## src/hdl/ctft_pkg.sv

```systemverilog
// Shared types for the CAN transfer frame tracker: input and result words,
// status and kind codes, decoded-identifier and table-result structs.
// No dependencies.
`default_nettype none

package ctft_pkg;

    localparam int KEY_W = 30;

    typedef enum logic [2:0] {
        ST_NOT_OURS = 3'd0,
        ST_V0       = 3'd1,
        ST_ORPHAN   = 3'd2,
        ST_SINGLE   = 3'd3,
        ST_MULTI    = 3'd4,
        ST_FULL     = 3'd5
    } t_status;

    typedef enum logic [1:0] {
        KIND_MESSAGE  = 2'd0,
        KIND_REQUEST  = 2'd1,
        KIND_RESPONSE = 2'd2
    } t_kind;

    typedef struct packed {
        logic [28:0] can_id;
        logic        extended_frame;
        logic        error_frame;
        logic [7:0]  tail_info;
    } t_in_word;

    typedef struct packed {
        t_status     status;
        t_kind       frame_kind;
        logic [2:0]  priority_res;
        logic [12:0] port_id;
        logic [6:0]  source_node;
        logic [6:0]  dest_node;
        logic        anonymous;
        logic [31:0] transfer_seq;
        logic [15:0] fragment_index;
        logic        more_fragments;
        logic        toggle_repeat;
    } t_out_word;

    // Fields taken apart from the identifier and the tail byte.
    typedef struct packed {
        logic        start;
        logic        eot;
        logic        toggle;
        t_kind       kind;
        logic [2:0]  prio;
        logic [12:0] port;
        logic [6:0]  src;
        logic [6:0]  dst;
        logic        anon;
    } t_dec;

    // Answer of the transfer table for the word under decode.
    typedef struct packed {
        logic        hit;
        logic        full;
        logic [31:0] seq;
        logic [15:0] frag;
        logic        toggle_err;
    } t_tbl_res;

endpackage

`default_nettype wire

```

## src/hdl/ctft_decode.sv

```systemverilog
// Identifier and tail-byte decoder: builds the transfer key and the
// decoded header fields. Depends on ctft_pkg.
`default_nettype none

module ctft_decode
    import ctft_pkg::*;
(
    input  var t_in_word         i_word,
    output logic [KEY_W-1:0]     o_key,
    output t_dec                 o_dec
);

    localparam int TB_START_BIT  = 7;
    localparam int TB_END_BIT    = 6;
    localparam int TB_TOGGLE_BIT = 5;
    localparam int ID_SERVICE    = 25;
    localparam int ID_BIT24      = 24;

    logic        w_service;
    logic        w_bit24;
    logic [4:0]  w_tid;
    logic [6:0]  w_src;
    logic [6:0]  w_dst;
    logic [12:0] w_subject;
    logic [8:0]  w_svc_id;

    assign w_service = i_word.can_id[ID_SERVICE];
    assign w_bit24   = i_word.can_id[ID_BIT24];
    assign w_tid     = i_word.tail_info[4:0];
    assign w_src     = i_word.can_id[6:0];
    assign w_dst     = i_word.can_id[13:7];
    assign w_subject = i_word.can_id[20:8];
    assign w_svc_id  = i_word.can_id[22:14];

    always_comb begin
        if (w_service) begin
            o_key = {w_tid, w_src, w_dst, w_svc_id, w_bit24, 1'b1};
        end else begin
            // Subject and source overlap in the message key and merge by OR.
            o_key = {16'd0, w_subject, 1'b0}
                  | {12'd0, w_src, 11'd0}
                  | {7'd0, w_tid, 18'd0};
        end
    end

    always_comb begin
        o_dec.start  = i_word.tail_info[TB_START_BIT];
        o_dec.eot    = i_word.tail_info[TB_END_BIT];
        o_dec.toggle = i_word.tail_info[TB_TOGGLE_BIT];
        o_dec.prio   = i_word.can_id[28:26];
        o_dec.src    = w_src;
        if (w_service) begin
            o_dec.kind = w_bit24 ? KIND_REQUEST : KIND_RESPONSE;
            o_dec.port = {4'd0, w_svc_id};
            o_dec.dst  = w_dst;
            o_dec.anon = 1'b0;
        end else begin
            o_dec.kind = KIND_MESSAGE;
            o_dec.port = w_subject;
            o_dec.dst  = 7'd0;
            o_dec.anon = w_bit24;
        end
    end

endmodule

`default_nettype wire

```

## src/hdl/ctft_table.sv

```systemverilog
// Associative transfer table: key compare across all entries, fill count,
// per-entry toggle, fragment and sequence, and the transfer counter.
// Depends on ctft_pkg.
`default_nettype none

module ctft_table
    import ctft_pkg::*;
#(
    parameter int TABLE_ENTRIES = 16
)(
    input  var logic             i_clk,
    input  var logic             i_rst_n,
    input  var logic [KEY_W-1:0] i_key,
    input  var logic             i_start,
    input  var logic             i_toggle,
    input  var logic             i_update,
    output t_tbl_res             o_res
);

    localparam int IDX_W  = (TABLE_ENTRIES > 1) ? $clog2(TABLE_ENTRIES) : 1;
    localparam int FILL_W = $clog2(TABLE_ENTRIES + 1);

    // Entries are taken lowest first and never released, so the valid
    // entries are exactly those below the fill count.
    logic [FILL_W-1:0] r_fill;
    logic [31:0]       r_counter;
    logic [KEY_W-1:0]  r_key  [TABLE_ENTRIES];
    logic              r_tog  [TABLE_ENTRIES];
    logic [15:0]       r_frag [TABLE_ENTRIES];
    logic [31:0]       r_seq  [TABLE_ENTRIES];

    logic [TABLE_ENTRIES-1:0] w_hit;
    logic [IDX_W-1:0]         w_hit_idx;
    logic [IDX_W-1:0]         w_wr_idx;

    always_comb begin
        w_hit_idx = '0;
        for (int i = 0; i < TABLE_ENTRIES; i++) begin
            w_hit[i] = (FILL_W'(i) < r_fill) && (r_key[i] == i_key);
            if (w_hit[i]) begin
                w_hit_idx = w_hit_idx | IDX_W'(i);
            end
        end
    end

    assign w_wr_idx = o_res.hit ? w_hit_idx : r_fill[IDX_W-1:0];

    always_comb begin
        o_res.hit  = |w_hit;
        o_res.full = (r_fill == FILL_W'(TABLE_ENTRIES));
        if (o_res.hit && !i_start) begin
            o_res.seq        = r_seq[w_hit_idx];
            o_res.frag       = r_frag[w_hit_idx] + 16'd1;
            o_res.toggle_err = (i_toggle == r_tog[w_hit_idx]);
        end else begin
            o_res.seq        = r_counter;
            o_res.frag       = 16'd0;
            o_res.toggle_err = 1'b0;
        end
    end

    always_ff @(posedge i_clk) begin
        if (!i_rst_n) begin
            r_fill    <= '0;
            r_counter <= 32'd0;
        end else if (i_update) begin
            if (!o_res.hit) begin
                r_fill <= r_fill + FILL_W'(1);
            end
            if (i_start) begin
                r_counter <= r_counter + 32'd1;
            end
        end
    end

    always_ff @(posedge i_clk) begin
        if (i_update) begin
            r_key[w_wr_idx]  <= i_key;
            r_tog[w_wr_idx]  <= i_toggle;
            r_frag[w_wr_idx] <= o_res.frag;
            r_seq[w_wr_idx]  <= o_res.seq;
        end
    end

`ifndef ASSERT_OFF
    a_fill_bound: assert property (@(posedge i_clk) disable iff (!i_rst_n)
        r_fill <= FILL_W'(TABLE_ENTRIES))
        else $error("fill count beyond table size");

    a_unique_key: assert property (@(posedge i_clk) disable iff (!i_rst_n)
        $onehot0(w_hit))
        else $error("key matches more than one entry");

    a_fill_step: assert property (@(posedge i_clk) disable iff (!i_rst_n)
        $past(i_rst_n) && (r_fill != $past(r_fill)) |->
            (r_fill == $past(r_fill) + FILL_W'(1)) && $past(i_update && !o_res.hit))
        else $error("fill count changed without an allocation");

    a_counter_step: assert property (@(posedge i_clk) disable iff (!i_rst_n)
        $past(i_rst_n) && (r_counter != $past(r_counter)) |->
            $past(i_update && i_start))
        else $error("transfer counter moved without a start frame");
`endif

endmodule

`default_nettype wire

```

## src/hdl/can_transfer_frame_tracker.sv

```systemverilog
// Top level of the CAN transfer frame tracker: input register, frame
// classification and result register. Depends on ctft_pkg, ctft_decode
// and ctft_table.
//
//   Channel   Direction  Handshake                  Word
//   input     in         i_in_valid / o_in_ready    t_in_word  (one CAN frame)
//   result    out        o_out_valid / i_out_ready  t_out_word (one classification)
//
// Each accepted word yields exactly one result word: it is held in the input
// register and loaded into the result register when the stage advances. A new
// word can be accepted in every cycle while the consumer takes results; the
// clock period is set by the key compare across all table entries followed
// by the fragment increment. Synchronous active-low reset empties the table
// (fill count to zero) and clears the transfer counter and both valid flags.
// When the result register is held by the consumer, the input register
// holds too and o_in_ready drops once both are full.
`default_nettype none

module can_transfer_frame_tracker
    import ctft_pkg::*;
#(
    parameter int TABLE_ENTRIES = 16
)(
    input  var logic      i_clk,
    input  var logic      i_rst_n,
    input  var logic      i_in_valid,
    output logic          o_in_ready,
    input  var t_in_word  i_in_word,
    output logic          o_out_valid,
    input  var logic      i_out_ready,
    output t_out_word     o_out_word
);

    logic             r_in_valid;
    t_in_word         r_in;
    logic             r_out_valid;
    t_out_word        r_out;
    t_out_word        n_out;

    logic             w_advance;
    logic [KEY_W-1:0] w_key;
    t_dec             w_dec;
    t_tbl_res         w_tbl;
    logic             w_multi;
    logic             w_update;

    // The stage moves forward when it holds a word and the result register
    // is free or being emptied in this cycle.
    assign w_advance  = r_in_valid && (!r_out_valid || i_out_ready);
    assign o_in_ready = !r_in_valid || w_advance;

    ctft_decode u_decode (
        .i_word (r_in),
        .o_key  (w_key),
        .o_dec  (w_dec)
    );

    ctft_table #(
        .TABLE_ENTRIES (TABLE_ENTRIES)
    ) u_table (
        .i_clk    (i_clk),
        .i_rst_n  (i_rst_n),
        .i_key    (w_key),
        .i_start  (w_dec.start),
        .i_toggle (w_dec.toggle),
        .i_update (w_update),
        .o_res    (w_tbl)
    );

    // A frame is part of a multi-frame transfer unless it both starts and
    // ends one.
    assign w_multi = !(w_dec.start && w_dec.eot);

    always_comb begin
        n_out = '0;
        if (r_in.error_frame || !r_in.extended_frame) begin
            n_out.status = ST_NOT_OURS;
        end else if (w_dec.start && !w_dec.toggle) begin
            // A start frame with a clear toggle follows the older protocol.
            n_out.status = ST_V0;
        end else if (w_multi && !w_dec.start && !w_tbl.hit) begin
            n_out.status = ST_ORPHAN;
        end else begin
            n_out.frame_kind   = w_dec.kind;
            n_out.priority_res = w_dec.prio;
            n_out.port_id      = w_dec.port;
            n_out.source_node  = w_dec.src;
            n_out.dest_node    = w_dec.dst;
            n_out.anonymous    = w_dec.anon;
            if (!w_multi) begin
                n_out.status = ST_SINGLE;
            end else if (!w_tbl.hit && w_tbl.full) begin
                n_out.status         = ST_FULL;
                n_out.more_fragments = !w_dec.eot;
            end else begin
                n_out.status         = ST_MULTI;
                n_out.more_fragments = !w_dec.eot;
                n_out.transfer_seq   = w_tbl.seq;
                n_out.fragment_index = w_tbl.frag;
                n_out.toggle_repeat  = w_tbl.toggle_err;
            end
        end
    end

    // The table changes only for frames that are tracked, and only in the
    // cycle in which their result is registered.
    assign w_update = w_advance && (n_out.status == ST_MULTI);

    always_ff @(posedge i_clk) begin
        if (!i_rst_n) begin
            r_in_valid <= 1'b0;
        end else if (i_in_valid && o_in_ready) begin
            r_in_valid <= 1'b1;
        end else if (w_advance) begin
            r_in_valid <= 1'b0;
        end
    end

    always_ff @(posedge i_clk) begin
        if (i_in_valid && o_in_ready) begin
            r_in <= i_in_word;
        end
    end

    always_ff @(posedge i_clk) begin
        if (!i_rst_n) begin
            r_out_valid <= 1'b0;
        end else if (w_advance) begin
            r_out_valid <= 1'b1;
        end else if (i_out_ready) begin
            r_out_valid <= 1'b0;
        end
    end

    always_ff @(posedge i_clk) begin
        if (w_advance) begin
            r_out <= n_out;
        end
    end

    assign o_out_valid = r_out_valid;
    assign o_out_word  = r_out;

endmodule

`default_nettype wire
```

## config.mk

```make
export PLATFORM = sky130hd
export DESIGN_NAME = can_transfer_frame_tracker
export DESIGN_NICKNAME = d
export VERILOG_FILES = /design/src/hdl/ctft_pkg.sv /design/src/hdl/ctft_decode.sv /design/src/hdl/ctft_table.sv /design/src/hdl/can_transfer_frame_tracker.sv
export SDC_FILE = /design/constraint.sdc
export NUM_CORES = 2
export LEC_CHECK = 0
export BUFFER_PORTS_ARGS = -buffer_cell sky130_fd_sc_hd__buf_2
export CAP_MARGIN = 0
export CORE_ASPECT_RATIO = 0.7
export CORE_UTILIZATION = 41
export CTS_CLUSTER_SIZE = 16
export DETAILED_ROUTE_END_ITERATION = 12
export PLACE_DENSITY_LB_ADDON = 0.25
export SYNTH_ARGS = -nofsm -noshare
export SYNTH_HDL_FRONTEND = slang
export SYNTH_SLANG_ARGS = --single-unit
```

## constraint.sdc

```tcl
create_clock -name i_clk -period 22.2 [get_ports i_clk]
set_clock_uncertainty 0.15 [all_clocks]
set_input_delay 6.66 -clock i_clk [delete_from_list [all_inputs] [get_ports i_clk]]
set_output_delay 6.66 -clock i_clk [all_outputs]
set_load 0.02 [all_outputs]
```

==> results.md <==
- Ratio of cells with drive above 1 in the final layout: 11.65%
- Startpoint Class: input port
- F_max: 70.55 MHz
- Yosys reg bits: 1,427
- GP Congestion: 0.9787
- # nets final: 5,074
- Die Width: 470.0 um
- Vias per cell: 5.984
- H-Tree Depth: 4
- Die height: 329.6 um
- CP max stage delay: 0.32 ns
- Initial core utilization: 41.55%
- DIE AREA: 0.1549 mm2
- Total Wirelength: 204,900 um
- Fillers: 13,320
- CP delay by family, top: simple AND/OR/NAND/NOR gates
- CP cell instances: buf_2 > nor2b_1 > nand2_1 > buf_2
- Tmin final: 14.17 ns
- Initial antenna violation count: 14
- Post-synth ARST share: 0%
- Setup TNS: 0 ns
- EDFF count, synth: 1,388
- Max-slew headroom: 5.734%
- Starting DRT DRC Count: 6,065
- Placement Cell Area: 0.06621 mm2
- Core area: 0.1513 mm2
- Period utilization: 63.85%
- Hold/Removal Path Class: register to register
- Sequential fraction of the synthesis area: 67.55%
- # clock sinks: 1,427
- Pin count of the biggest net entering global routing: 182
- Buf/Inv on CP: 2
- Grt total ovfl: 0
- Inserted Clock Buffers: 147
- # Max-Cap Violations: 0
- Synth cell types: 92
- Synth Net Count: 4,912
- Site row count: 119
- Buffers on Ports: 129
- DR vias: 42,730
- Synth Flop Type: edfxtp_1
- Post-route cell area: 0.07081 mm2
- Post-Syn Instances: 4,865
- Final setup violation count: 0
- Status: finished, final reports clean
- Post-cts hold buffer count: 0
- Unrepaired setup endpoints after global routing: false
- Root Buffer: clkbuf_16
- DRC viols: 0
- Worst path slowest cell: nor2b_1
- Crit-path max FO: 4
- Critical Path Sink Type: primary output
- Setup Crit Path Kind: input port to primary output
- Area growth from synthesis to layout: 12.65%
- Worst-Margin Slew: 1.401 ns
- P_leak: 23.49 nW
- Most Frequent Cell on Critical Path: buf_2
- IO Pins: 131
- PostCTS Resize Cnt: 0
- Commonest non-fill, non-tap cell in the layout: edfxtp_1
- Fin. Hold Viols: 0
- Setup repair bufs after CTS: 0
- Clk slew on worst S/H paths: 0.06 ns
- Most frequent cells in the layout: edfxtp_1, nand2_1, nor2_1
- Netlist Area Pre-Place: 0.06286 mm2
- GRT Overall Usage: 25.99%
- Vias in the first global route: 39,150
- Syn_area_per_cell: 12.92 um2
- CTS tree: built
- Required time of the critical path: 15.39 ns
- Hpwl dp: 119,800 um
- Final antenna-violating net count: 0
- Critical path arrival: 7.36 ns
- WL per Instance: 28.70 um
- Pre-antenna DRT Iters: 6
- Clock Tree Buf Depth: 3
- Final slew viol count: 0
- Worst skew pair latency: 0.80 ns
- Cell Pwr Density: 80.05 mW/mm2
- Worst vdd rail ir drop: 0.07655 mV
- First-pass GRT wire length: 288,000 um
- Yosys warnings: 0
[final timing paths]
path | from | endpoint | slack, ns | cells after the start
setup / recovery | i_out_ready | o_in_ready | 8.03 | 4
hold / removal | u_table.r_counter[11] | u_table.r_counter[11] | 0.37 | 2
setup reg to reg | r_in[35] | u_table.r_seq[14][3] | 12.06 | 19
hold reg to reg | u_table.r_counter[11] | u_table.r_counter[11] | 0.37 | 2
[cells in the mapped netlist, types with 16 or more instances]
cell type  instances  area share [%]
nor2b_1           72            0.72
o221ai_1          22            0.31
buf_1             48            0.29
o211ai_1          20            0.24
nor4_1           138             1.4
xor2_1            61            0.85
nand4b_1          16            0.22
o21ai_0          277             2.2
and3_1            58            0.58
a21oi_1           42            0.33
xnor2_1          359             5.0
dfxtp_1           39             1.2
nand4_1           57            0.57
or3_1             22            0.22
and2_1            52            0.52
nand2b_1          59            0.59
nand3_1          378             3.0
inv_1             64            0.38
a211oi_1          29            0.35
a31oi_1           18            0.18
a2111oi_0         18            0.25
nor2_1           426             2.5
mux2i_1          114             1.8
buf_4             18            0.21
o22ai_1           23            0.23
a21boi_0          34            0.41
nor3_1            82            0.65
clkbuf_1         145            0.87
edfxtp_1        1388              66
or4_1             18            0.21
nand2_1          449             2.7
buf_2             56            0.45
[through the flow]
stage / worst slack [ns] / hold slack, ns / cells / utilization, % / total power [mW]
global route: 7.988 / 0.3978 / 7138 / 46.81 / 5.793
CTS: 8.035 / 0.3694 / 7138 / 46.81 / 5.686
detailed placement: 8.037 / 0.3579 / 6874 / 43.77 / 3.297
global placement: 8.055 / 0.3446 / 6874 / 43.77 / 3.295
finish: 8.026 / 0.3704 / 7140 / 46.81 / 5.668
floorplan: 6.446 / 0.3231 / 4865 / - / 3.164
[cell type report]
class	instances	area, um2	share of cell area [%]
Inverter	66	247.7	0.3498
Tap cell	1996	2497	3.527
Antenna cell	2	5.005	0.007068
Sequential cell	1427	42460	59.96
Clock buffer	180	3812	5.384
Timing Repair Buffer	296	1924	2.718
Clock inverter	84	785.8	1.110
Multi-Input combinational cell	3089	19080	26.94
[worst min-delay path: stages (launching register included)]
cell      delay [ns]
dfxtp_1         0.32
o21ai_0         0.07
a21boi_0        0.07
[cells by family after synthesis]
family                   share of synthesized area [%]
AO/OA/AOI/OAI                                    6.764
XOR/XNOR                                         5.852
adder cells (fa/ha/maj)                        0.07962
buffers and inverters                            2.520
flip-flops                                       67.55
multiplexers                                     2.492
AND/OR/NAND/NOR                                  14.74
[flip-flops by register name (all words and copies together), names as in the netlist]
register / cells
u_table.r_seq: 512
u_table.r_key: 480
u_table.r_frag: 256
o_out_word: 86
r_in: 38
u_table.r_counter: 32
u_table.r_tog: 16
u_table.r_fill: 5
o_out_valid: 1
r_in_valid: 1
[where the power goes]
group          total (mW)  switching [mW]  internal [mW]  leakage, nW
Combinational       0.298           0.222         0.0763         7.42
Sequential           2.96         0.00796           2.95         13.8
Clock                2.42            1.08           1.34         2.25
[metal layers]
metal	vias up	GRT usage (%)	part of all wire [%]
li1	18460	-	-
met1	21410	39.15	44
met2	2489	35.68	40
met3	362	7.477	13
met4	6	8.159	2.8
met5	-	0	0.018
No activity file was read; power rests on OpenSTA's default activity.
